## src/rtl/nmpb_pkg.sv

```systemverilog
package nmpb_pkg;

    localparam int unsigned CHANNEL_COUNT_DEF = 16;
    localparam int unsigned LOG_FRAC          = 28;
    localparam int unsigned LOG_W             = 34;
    localparam int unsigned P_W               = 40;
    localparam int unsigned D_W               = 29;

    localparam logic [31:0] LOG_REF_X    = 32'h01B8_0000;
    localparam logic [6:0]  VEL_RESET    = 7'd100;
    localparam logic [13:0] BEND_CENTRE  = 14'h2000;
    localparam logic [3:0]  ST_NOTE_OFF  = 4'b1000;
    localparam logic [3:0]  ST_NOTE_ON   = 4'b1001;
    localparam logic [3:0]  ST_BEND      = 4'b1110;

    localparam logic [1:0]  ERR_NONE     = 2'd0;
    localparam logic [1:0]  ERR_NO_CHAN  = 2'd1;
    localparam logic [1:0]  ERR_KEY      = 2'd2;

    typedef enum logic [3:0] {
        S_IDLE,
        S_SCAN,
        S_LOGC,
        S_WAITC,
        S_LOGF,
        S_WAITF,
        S_PITCH,
        S_KEY,
        S_DIFF,
        S_BEND,
        S_OUT0,
        S_OUT1,
        S_OUT2
    } t_state;

    typedef enum logic [2:0] {
        L_IDLE,
        L_NORM,
        L_MUL,
        L_ADJ,
        L_DONE
    } t_log_state;

    typedef struct packed {
        logic [31:0] event_time;
        logic [7:0]  status_byte;
        logic [6:0]  data_first;
        logic [6:0]  data_second;
        logic        last_event;
        logic [1:0]  error_code;
    } t_event;

endpackage

```

## src/rtl/nmpb_note_if.sv

```systemverilog
interface nmpb_note_if;
    logic        valid;
    logic        ready;
    logic [30:0] note_start;
    logic [30:0] note_length;
    logic [31:0] note_frequency;

    modport source (output valid, note_start, note_length, note_frequency, input ready);
    modport sink   (input valid, note_start, note_length, note_frequency, output ready);
endinterface

```

## src/rtl/nmpb_event_if.sv

```systemverilog
interface nmpb_event_if;
    logic        valid;
    logic        ready;
    logic [31:0] event_time;
    logic [7:0]  status_byte;
    logic [6:0]  data_first;
    logic [6:0]  data_second;
    logic        last_event;
    logic [1:0]  error_code;

    modport source (output valid, event_time, status_byte, data_first, data_second,
                    last_event, error_code, input ready);
    modport sink   (input valid, event_time, status_byte, data_first, data_second,
                    last_event, error_code, output ready);
endinterface

```

## src/rtl/nmpb_log2.sv

```systemverilog
module nmpb_log2
    import nmpb_pkg::*;
(
    input  logic             i_clk,
    input  logic             i_rst_n,
    input  logic             i_start,
    input  logic [31:0]      i_x,
    output logic             o_done,
    output logic [LOG_W-1:0] o_result
);

    t_log_state       r_state, n_state;
    logic [31:0]      r_m, n_m;
    logic [4:0]       r_e, n_e;
    logic [4:0]       r_i, n_i;
    logic [LOG_W-1:0] r_r, n_r;
    logic [63:0]      r_sq, n_sq;
    logic [32:0]      w_t;

    always_ff @(posedge i_clk) begin
        if (!i_rst_n) begin
            r_state <= L_IDLE;
        end else begin
            r_state <= n_state;
        end
        r_m  <= n_m;
        r_e  <= n_e;
        r_i  <= n_i;
        r_r  <= n_r;
        r_sq <= n_sq;
    end

    assign w_t = r_sq[63:31];

    always_comb begin
        n_state = r_state;
        n_m     = r_m;
        n_e     = r_e;
        n_i     = r_i;
        n_r     = r_r;
        n_sq    = r_sq;
        case (r_state)
            L_IDLE: begin
                if (i_start) begin
                    n_m     = i_x;
                    n_e     = 5'd31;
                    n_state = L_NORM;
                end
            end
            L_NORM: begin
                // Shift the mantissa up until its top bit is set or the exponent reaches zero.
                if (r_m[31] || r_e == 5'd0) begin
                    n_r     = {1'b0, r_e, {LOG_FRAC{1'b0}}};
                    n_i     = 5'(LOG_FRAC - 1);
                    n_state = L_MUL;
                end else begin
                    n_m = {r_m[30:0], 1'b0};
                    n_e = r_e - 5'd1;
                end
            end
            L_MUL: begin
                n_sq    = 64'(r_m) * 64'(r_m);
                n_state = L_ADJ;
            end
            L_ADJ: begin
                // A square at or above two yields one fraction bit.
                if (w_t[32]) begin
                    n_m      = w_t[32:1];
                    n_r[r_i] = 1'b1;
                end else begin
                    n_m = w_t[31:0];
                end
                if (r_i == 5'd0) begin
                    n_state = L_DONE;
                end else begin
                    n_i     = r_i - 5'd1;
                    n_state = L_MUL;
                end
            end
            L_DONE: begin
                n_state = L_IDLE;
            end
            default: begin
                n_state = L_IDLE;
            end
        endcase
    end

    assign o_done   = (r_state == L_DONE);
    assign o_result = r_r;

endmodule

```

## src/rtl/note_to_midi_pitch_bend_encoder.sv

```systemverilog
// Note to MIDI event encoder. Each note beat (start, length, frequency in
// unsigned Q16.16 Hz) gives three event beats: pitch bend and note-on at the
// start time and note-off at start plus length, all on the lowest channel
// whose busy-until time is at or before the start. A note with no free
// channel, or whose key falls outside 0..127 (zero frequency included), gives
// a single error beat instead and leaves the channel table untouched. The
// block handles one note at a time: it is not ready from acceptance until the
// last event beat has been taken. A note goes through a scan of up to
// CHANNEL_COUNT channels, then two passes of the shared log2 unit (up to 31
// normalising shifts, then 28 square-and-compare steps through one 32 by 32
// multiplier), the pitch, key, difference and bend arithmetic, and then the
// event beats as the sink takes them.
module note_to_midi_pitch_bend_encoder
    import nmpb_pkg::*;
#(
    parameter int unsigned CHANNEL_COUNT = CHANNEL_COUNT_DEF
) (
    input  logic       i_clk,
    input  logic       i_rst_n,
    nmpb_note_if.sink  i_note,
    nmpb_event_if.source o_event,
    input  logic       i_cfg_we,
    input  logic [6:0] i_cfg_wdata
);

    localparam int unsigned CW = (CHANNEL_COUNT > 1) ? $clog2(CHANNEL_COUNT) : 1;

    t_state              r_state, n_state;
    logic [CW-1:0]       r_idx, n_idx;
    logic [CW-1:0]       r_ch, n_ch;
    logic [31:0]         r_busy [CHANNEL_COUNT];
    logic [6:0]          r_velocity;
    logic [30:0]         r_start, r_len;
    logic [31:0]         r_freq;
    logic [LOG_W-1:0]    r_lc, n_lc;
    logic [LOG_W-1:0]    r_lf, n_lf;
    logic signed [P_W-1:0] r_p, n_p;
    logic [6:0]          r_key, n_key;
    logic signed [D_W-1:0] r_d, n_d;
    t_event              r_ev, n_ev;
    logic                r_ovalid, n_ovalid;
    logic                w_accept, w_write;

    logic                w_log_start;
    logic [31:0]         w_log_x;
    logic                w_log_done;
    logic [LOG_W-1:0]    w_log_res;

    logic signed [P_W-1:0] w_diff;
    logic [P_W-1:0]      w_abs_p;
    logic [11:0]         w_mag;
    logic [D_W-1:0]      w_abs_d;
    logic [12:0]         w_bmag;
    logic [13:0]         w_bend;
    logic [31:0]         w_end;
    logic [3:0]          w_ch4;

    nmpb_log2 u_log2 (
        .i_clk    (i_clk),
        .i_rst_n  (i_rst_n),
        .i_start  (w_log_start),
        .i_x      (w_log_x),
        .o_done   (w_log_done),
        .o_result (w_log_res)
    );

    assign w_accept = i_note.valid && i_note.ready;
    assign i_note.ready = (r_state == S_IDLE);

    always_ff @(posedge i_clk) begin
        if (!i_rst_n) begin
            r_state    <= S_IDLE;
            r_ovalid   <= 1'b0;
            r_velocity <= VEL_RESET;
            for (int c = 0; c < CHANNEL_COUNT; c++) begin
                r_busy[c] <= 32'd0;
            end
        end else begin
            r_state  <= n_state;
            r_ovalid <= n_ovalid;
            if (i_cfg_we) begin
                r_velocity <= i_cfg_wdata;
            end
            if (w_write) begin
                r_busy[r_ch] <= w_end;
            end
        end
        if (w_accept) begin
            r_start <= i_note.note_start;
            r_len   <= i_note.note_length;
            r_freq  <= i_note.note_frequency;
        end
        r_idx <= n_idx;
        r_ch  <= n_ch;
        r_lc  <= n_lc;
        r_lf  <= n_lf;
        r_p   <= n_p;
        r_key <= n_key;
        r_d   <= n_d;
        r_ev  <= n_ev;
    end

    // Pitch arithmetic: the difference of logs times twelve, plus 69.
    assign w_diff  = signed'(P_W'(r_lf)) - signed'(P_W'(r_lc));
    assign w_abs_p = r_p[P_W-1] ? P_W'(-r_p) : P_W'(r_p);
    assign w_mag   = 12'((w_abs_p + (P_W'(1) << (LOG_FRAC - 1))) >> LOG_FRAC);
    assign w_abs_d = r_d[D_W-1] ? D_W'(-r_d) : D_W'(r_d);
    assign w_bmag  = 13'((w_abs_d + (D_W'(1) << 15)) >> 16);
    assign w_bend  = r_d[D_W-1] ? (BEND_CENTRE - 14'(w_bmag)) : (BEND_CENTRE + 14'(w_bmag));
    assign w_end   = {1'b0, r_start} + {1'b0, r_len};
    assign w_ch4   = 4'(r_ch);

    always_comb begin
        n_state     = r_state;
        n_idx       = r_idx;
        n_ch        = r_ch;
        n_lc        = r_lc;
        n_lf        = r_lf;
        n_p         = r_p;
        n_key       = r_key;
        n_d         = r_d;
        n_ev        = r_ev;
        n_ovalid    = r_ovalid;
        w_write     = 1'b0;
        w_log_start = 1'b0;
        w_log_x     = LOG_REF_X;
        case (r_state)
            S_IDLE: begin
                if (w_accept) begin
                    n_idx   = '0;
                    n_state = S_SCAN;
                end
            end
            S_SCAN: begin
                if (r_busy[r_idx] <= {1'b0, r_start}) begin
                    n_ch = r_idx;
                    if (r_freq == 32'd0) begin
                        n_ev       = '0;
                        n_ev.last_event = 1'b1;
                        n_ev.error_code = ERR_KEY;
                        n_ovalid   = 1'b1;
                        n_state    = S_OUT2;
                    end else begin
                        n_state = S_LOGC;
                    end
                end else if (r_idx == CW'(CHANNEL_COUNT - 1)) begin
                    n_ev            = '0;
                    n_ev.last_event = 1'b1;
                    n_ev.error_code = ERR_NO_CHAN;
                    n_ovalid        = 1'b1;
                    n_state         = S_OUT2;
                end else begin
                    n_idx = r_idx + CW'(1);
                end
            end
            S_LOGC: begin
                w_log_start = 1'b1;
                n_state     = S_WAITC;
            end
            S_WAITC: begin
                if (w_log_done) begin
                    n_lc    = w_log_res;
                    n_state = S_LOGF;
                end
            end
            S_LOGF: begin
                w_log_start = 1'b1;
                w_log_x     = r_freq;
                n_state     = S_WAITF;
            end
            S_WAITF: begin
                if (w_log_done) begin
                    n_lf    = w_log_res;
                    n_state = S_PITCH;
                end
            end
            S_PITCH: begin
                n_p = (w_diff <<< 3) + (w_diff <<< 2) + (P_W'(69) <<< LOG_FRAC);
                n_state = S_KEY;
            end
            S_KEY: begin
                n_key = w_mag[6:0];
                if ((r_p[P_W-1] && w_mag != 12'd0) || w_mag > 12'd127) begin
                    n_ev            = '0;
                    n_ev.last_event = 1'b1;
                    n_ev.error_code = ERR_KEY;
                    n_ovalid        = 1'b1;
                    n_state         = S_OUT2;
                end else begin
                    n_state = S_DIFF;
                end
            end
            S_DIFF: begin
                n_d     = D_W'(r_p - (signed'(P_W'(r_key)) <<< LOG_FRAC));
                n_state = S_BEND;
            end
            S_BEND: begin
                w_write          = 1'b1;
                n_ev.event_time  = {1'b0, r_start};
                n_ev.status_byte = {ST_BEND, w_ch4};
                n_ev.data_first  = w_bend[6:0];
                n_ev.data_second = w_bend[13:7];
                n_ev.last_event  = 1'b0;
                n_ev.error_code  = ERR_NONE;
                n_ovalid         = 1'b1;
                n_state          = S_OUT0;
            end
            S_OUT0: begin
                if (o_event.ready) begin
                    n_ev.status_byte = {ST_NOTE_ON, w_ch4};
                    n_ev.data_first  = r_key;
                    n_ev.data_second = r_velocity;
                    n_state          = S_OUT1;
                end
            end
            S_OUT1: begin
                if (o_event.ready) begin
                    n_ev.event_time  = r_busy[r_ch];
                    n_ev.status_byte = {ST_NOTE_OFF, w_ch4};
                    n_ev.data_second = 7'd0;
                    n_ev.last_event  = 1'b1;
                    n_state          = S_OUT2;
                end
            end
            S_OUT2: begin
                if (o_event.ready) begin
                    n_ovalid = 1'b0;
                    n_state  = S_IDLE;
                end
            end
            default: begin
                n_state = S_IDLE;
            end
        endcase
    end

    assign o_event.valid       = r_ovalid;
    assign o_event.event_time  = r_ev.event_time;
    assign o_event.status_byte = r_ev.status_byte;
    assign o_event.data_first  = r_ev.data_first;
    assign o_event.data_second = r_ev.data_second;
    assign o_event.last_event  = r_ev.last_event;
    assign o_event.error_code  = r_ev.error_code;

endmodule

```

## src/flat_wrapper.sv

```systemverilog
// flat-port wrapper written by rule: the top's interface ports become plain ports
module note_to_midi_pitch_bend_encoder_flat import nmpb_pkg::*;
#(
    parameter int unsigned CHANNEL_COUNT = CHANNEL_COUNT_DEF
)
  (i_clk, i_rst_n, i_cfg_we, i_cfg_wdata, i_note_valid, i_note_note_start, i_note_note_length, i_note_note_frequency, i_note_ready, o_event_valid, o_event_event_time, o_event_status_byte, o_event_data_first, o_event_data_second, o_event_last_event, o_event_error_code, o_event_ready);
  nmpb_note_if i_note_i ();
  nmpb_event_if o_event_i ();
  input  logic i_clk;
  input  logic i_rst_n;
  input  logic i_cfg_we;
  input  logic [6:0] i_cfg_wdata;
  input wire logic [$bits(i_note_i.valid)-1:0] i_note_valid;
  input wire logic [$bits(i_note_i.note_start)-1:0] i_note_note_start;
  input wire logic [$bits(i_note_i.note_length)-1:0] i_note_note_length;
  input wire logic [$bits(i_note_i.note_frequency)-1:0] i_note_note_frequency;
  output wire logic [$bits(i_note_i.ready)-1:0] i_note_ready;
  output wire logic [$bits(o_event_i.valid)-1:0] o_event_valid;
  output wire logic [$bits(o_event_i.event_time)-1:0] o_event_event_time;
  output wire logic [$bits(o_event_i.status_byte)-1:0] o_event_status_byte;
  output wire logic [$bits(o_event_i.data_first)-1:0] o_event_data_first;
  output wire logic [$bits(o_event_i.data_second)-1:0] o_event_data_second;
  output wire logic [$bits(o_event_i.last_event)-1:0] o_event_last_event;
  output wire logic [$bits(o_event_i.error_code)-1:0] o_event_error_code;
  input wire logic [$bits(o_event_i.ready)-1:0] o_event_ready;
  assign i_note_i.valid = i_note_valid;
  assign i_note_i.note_start = i_note_note_start;
  assign i_note_i.note_length = i_note_note_length;
  assign i_note_i.note_frequency = i_note_note_frequency;
  assign i_note_ready = i_note_i.ready;
  assign o_event_valid = o_event_i.valid;
  assign o_event_event_time = o_event_i.event_time;
  assign o_event_status_byte = o_event_i.status_byte;
  assign o_event_data_first = o_event_i.data_first;
  assign o_event_data_second = o_event_i.data_second;
  assign o_event_last_event = o_event_i.last_event;
  assign o_event_error_code = o_event_i.error_code;
  assign o_event_i.ready = o_event_ready;
  note_to_midi_pitch_bend_encoder #(.CHANNEL_COUNT(CHANNEL_COUNT)) u_core (.i_clk(i_clk), .i_rst_n(i_rst_n), .i_note(i_note_i), .o_event(o_event_i), .i_cfg_we(i_cfg_we), .i_cfg_wdata(i_cfg_wdata));
endmodule
```

## config.mk

```make
export PLATFORM = sky130hd
export DESIGN_NAME = note_to_midi_pitch_bend_encoder_flat
export DESIGN_NICKNAME = d
export VERILOG_FILES = /design/src/rtl/nmpb_pkg.sv /design/src/rtl/nmpb_note_if.sv /design/src/rtl/nmpb_event_if.sv /design/src/rtl/nmpb_log2.sv /design/src/rtl/note_to_midi_pitch_bend_encoder.sv /design/src/flat_wrapper.sv
export SDC_FILE = /design/constraint.sdc
export NUM_CORES = 2
export LEC_CHECK = 0
export BUFFER_PORTS_ARGS = -buffer_cell sky130_fd_sc_hd__buf_4
export CAP_MARGIN = 20
export CORE_MARGIN = 2
export CORE_UTILIZATION = 50
export CTS_CLUSTER_DIAMETER = 60
export DETAILED_ROUTE_END_ITERATION = 8
export GPL_TIMING_DRIVEN = 0
export PLACE_DENSITY = 0.64
export REMOVE_ABC_BUFFERS = 1
export SETUP_SLACK_MARGIN = 0.02
export SLEW_MARGIN = 20
export SYNTH_ARGS = -nofsm -noshare
export SYNTH_HDL_FRONTEND = slang
export SYNTH_SLANG_ARGS = --single-unit
```

## constraint.sdc

```tcl
create_clock -name i_clk -period 8.24 [get_ports i_clk]
set_input_delay 1.648 -clock i_clk [delete_from_list [all_inputs] [get_ports i_clk]]
set_output_delay 1.648 -clock i_clk [all_outputs]
set_load 0.05 [all_outputs]
```

==> metrics.yaml <==
grt.total_usage_pct: 27.2
wl_met2_mm: 98.7
synth-edff-count: 916
rsz0062_at_grt: "true"
ctsRootBufferMaster: "clkbuf_16"
timing.rr.end: "u_core.u_log2.r_sq[61]"
ff2ff_path_depth: 29
cts_tree: "built"
vias_per_cell: 5.81
htree_levels: 3
wl_mm: 209
die_y_microns: 395
numCtsBuffers: 101
post-route-util_pct: 57.0
critPathLaunchType: "flop"
crit_fanout: 6
hold_end: "u_core.r_d[10]"
hold_start: "u_core.r_p[10]"
syn_inst: 6502
drc: 0
synth_seq_cells: 939
worstPathRequired_ns: 8.72
clkTransAtPathRegs_ns: 0.06
first_pass_iters: 6
fillers: 12600
m1WireLength_mm: 83.6
antenna_found_initial: 5
synth_sequential_area_ratio_pct: 36.6
overflow: 0
die_w_microns: 395
max_slew_margin_pct: 29.1
postCtsHoldBufs: 0
drive_above_1_share_pct: 16.0
dp_hpwl_mm: 146
grt_pass1_wl_mm: 321
initial_core_util_pct: 50.3
fmax_ghz: 0.121
cp_slowest_cell: "fa_2"
slew_viol_final: 0
dieArea_sq_mm: 0.156
ys_types: 80
top_layer_used: "met5"
max-cap-violations: 0
clock_skew_ns: 0.0429
period_share_pct: 100
cts_sinks: 939
dpl_cell_area_sq_mm: 0.0817
cp_common_cell: "fa_1"
r2r-start: "u_core.u_log2.r_m[17]"
vias: 51000
finalHoldViolCount: 0
rows: 143
tightest_slew_ns: 1.06
wl_met3_mm: 19.9
r2r_slack_ns: -0.03
yosys_warnings: 0
end_kind: "flop"
netlist_area_sq_mm: 0.0764
syn_to_final_growth_pct: 13.3
design.core.area_sq_mm: 0.152
finalSetupViolations: 3
first_iter_violations: 4944
crit_family: "adder cells"
async_flop_share_pct: 0
ant_nets: 0
grt_max_degree: 61
portBuffers: 164
timing.final.ws_setup_ns: -0.0304
synth.avg_cell_area_sq_um: 11.7
grt_pass1_vias: 53900
critical_path_class: "flop to flop"
ys.flop_type: "edfxtp_1"
gp_congestion: 0.872
fin_nets: 8039
min_period_ns: 8.27
design_area_sq_mm: 0.0865
routedWlPerCell_microns: 23.8
slowest_delay_ns: 0.59
arrival_ns: 8.75
whs_path_depth: 0
clk_path_buf_depth: 3
status: "finished with violations"
clock_latency_ns: 0.73
pin_count: 165
hold_path.class: "flop to flop"
critPathBufInv: 6
violations: "setup timing"
cells in the mapped netlist, types with 44 or more instances:
cell	n	share of area, %
fa_1	795	21
clkbuf_1	279	1.4
mux2i_1	46	0.60
and2_1	255	2.1
nand2_1	421	2.1
mux4_2	320	9.4
nand3_1	44	0.29
o21ai_0	106	0.69
a21o_1	89	0.87
ha_1	468	7.7
xnor2_1	123	1.4
edfxtp_1	916	36
xor2_1	87	1.0
nor2_1	715	3.5
inv_1	1090	5.4
a21oi_1	214	1.4
state kept, by name, summed over array words and instances (netlist names), 4 cells and up, named ones only:
register	count
u_core.r_len	31
u_core.r_lc	33
u_core.r_lf	33
u_core.r_busy	512
u_core.u_log2.o_result	33
u_core.r_velocity	7
u_core.o_event.status_byte	7
u_core.r_key	7
u_core.r_freq	32
u_core.r_start	31
u_core.o_event.event_time	32
u_core.r_d	27
u_core.u_log2.r_i	5
u_core.u_log2.r_m	32
u_core.o_event.data_first	7
u_core.u_log2.r_e	5
u_core.u_log2.r_sq	33
u_core.r_idx	4
u_core.o_event.data_second	7
u_core.r_ch	4
u_core.r_p	38
u_core.r_state	4
layer usage:
metal / vias up / GRT usage [%]
met2: 2346 / 43.3
li1: 22200 / -
met3: 468 / 5.26
met1: 26000 / 37.8
met5: - / 0
met4: 4 / 8.69
final cells by class:
class,count,area (sq um),share of cell area (%)
Sequential cell,939,28000,32.4
Multi-Input combinational cell,4149,44100,51.0
Antenna cell,1,2.50,0.00289
Inverter,1092,4120,4.76
Tap cell,2030,2540,2.94
Timing Repair Buffer,387,4400,5.08
Clock buffer,125,2680,3.10
Clock inverter,64,658,0.761
stage by stage:
| step | hold WS (ns) | setup slack [ns] | setup TNS (ns) | instances |
|---|---|---|---|---|
| 2_1_floorplan | 0.421 | -2.19 | -115.58 | 6180 |
| 3_3_place_gp | 0.434 | -8.31 | -657.13 | 8374 |
| 3_5_place_dp | 0.440 | -2.03 | -39.00 | 8495 |
| 4_1_cts | 0.452 | -0.132 | -0.353 | 8765 |
| 5_1_grt | 0.471 | -0.278 | -2.62 | 8786 |
| 6_report | 0.451 | -0.0304 | -0.0510 | 8787 |
cell families after synthesis:
group	synth area share, %
mux	10.2
buf+inv	6.97
fa+ha+maj	28.5
xor+xnor	2.41
flops	36.6
compound gates	5.50
simple gates	9.81
repair_timing:
item | 4_1_cts | 5_1_grt
resized for setup | 83 | 46
endpoints found under the setup margin | 27 | 20
setup buffers | 80 | 22
pin swaps | 50 | 56
gates cloned | 1 | 1
layout by cell type (no fill, tap or decap), types with 110 or more instances in the layout:
cell,n
a21oi_1,206
nand2_1,379
nor2_1,703
fa_1,786
xnor2_1,110
inv_1,1075
edfxtp_1,916
mux4_2,320
buf_4,263
ha_1,454
and2_1,243
worst max path at each step:
stage                                from                            to  slack [ns]  cells after the start
finish              u_core.u_log2.r_m[17]        u_core.u_log2.r_sq[61]       -0.03                     29
global route         u_core.u_log2.r_m[5]        u_core.u_log2.r_sq[61]       -0.28                     28
CTS                 u_core.u_log2.r_m[17]        u_core.u_log2.r_sq[61]       -0.13                     28
detailed placement  u_core.u_log2.r_m[14]        u_core.u_log2.r_sq[63]       -2.03                     32
global placement                     flop  u_core.o_event.event_time[3]       -8.31                     14
floorplan                            flop  u_core.o_event.event_time[0]       -2.19                     14
Power is not shown: default switching activity piles up to over one toggle a cycle in this logic, so the estimate is an artifact.
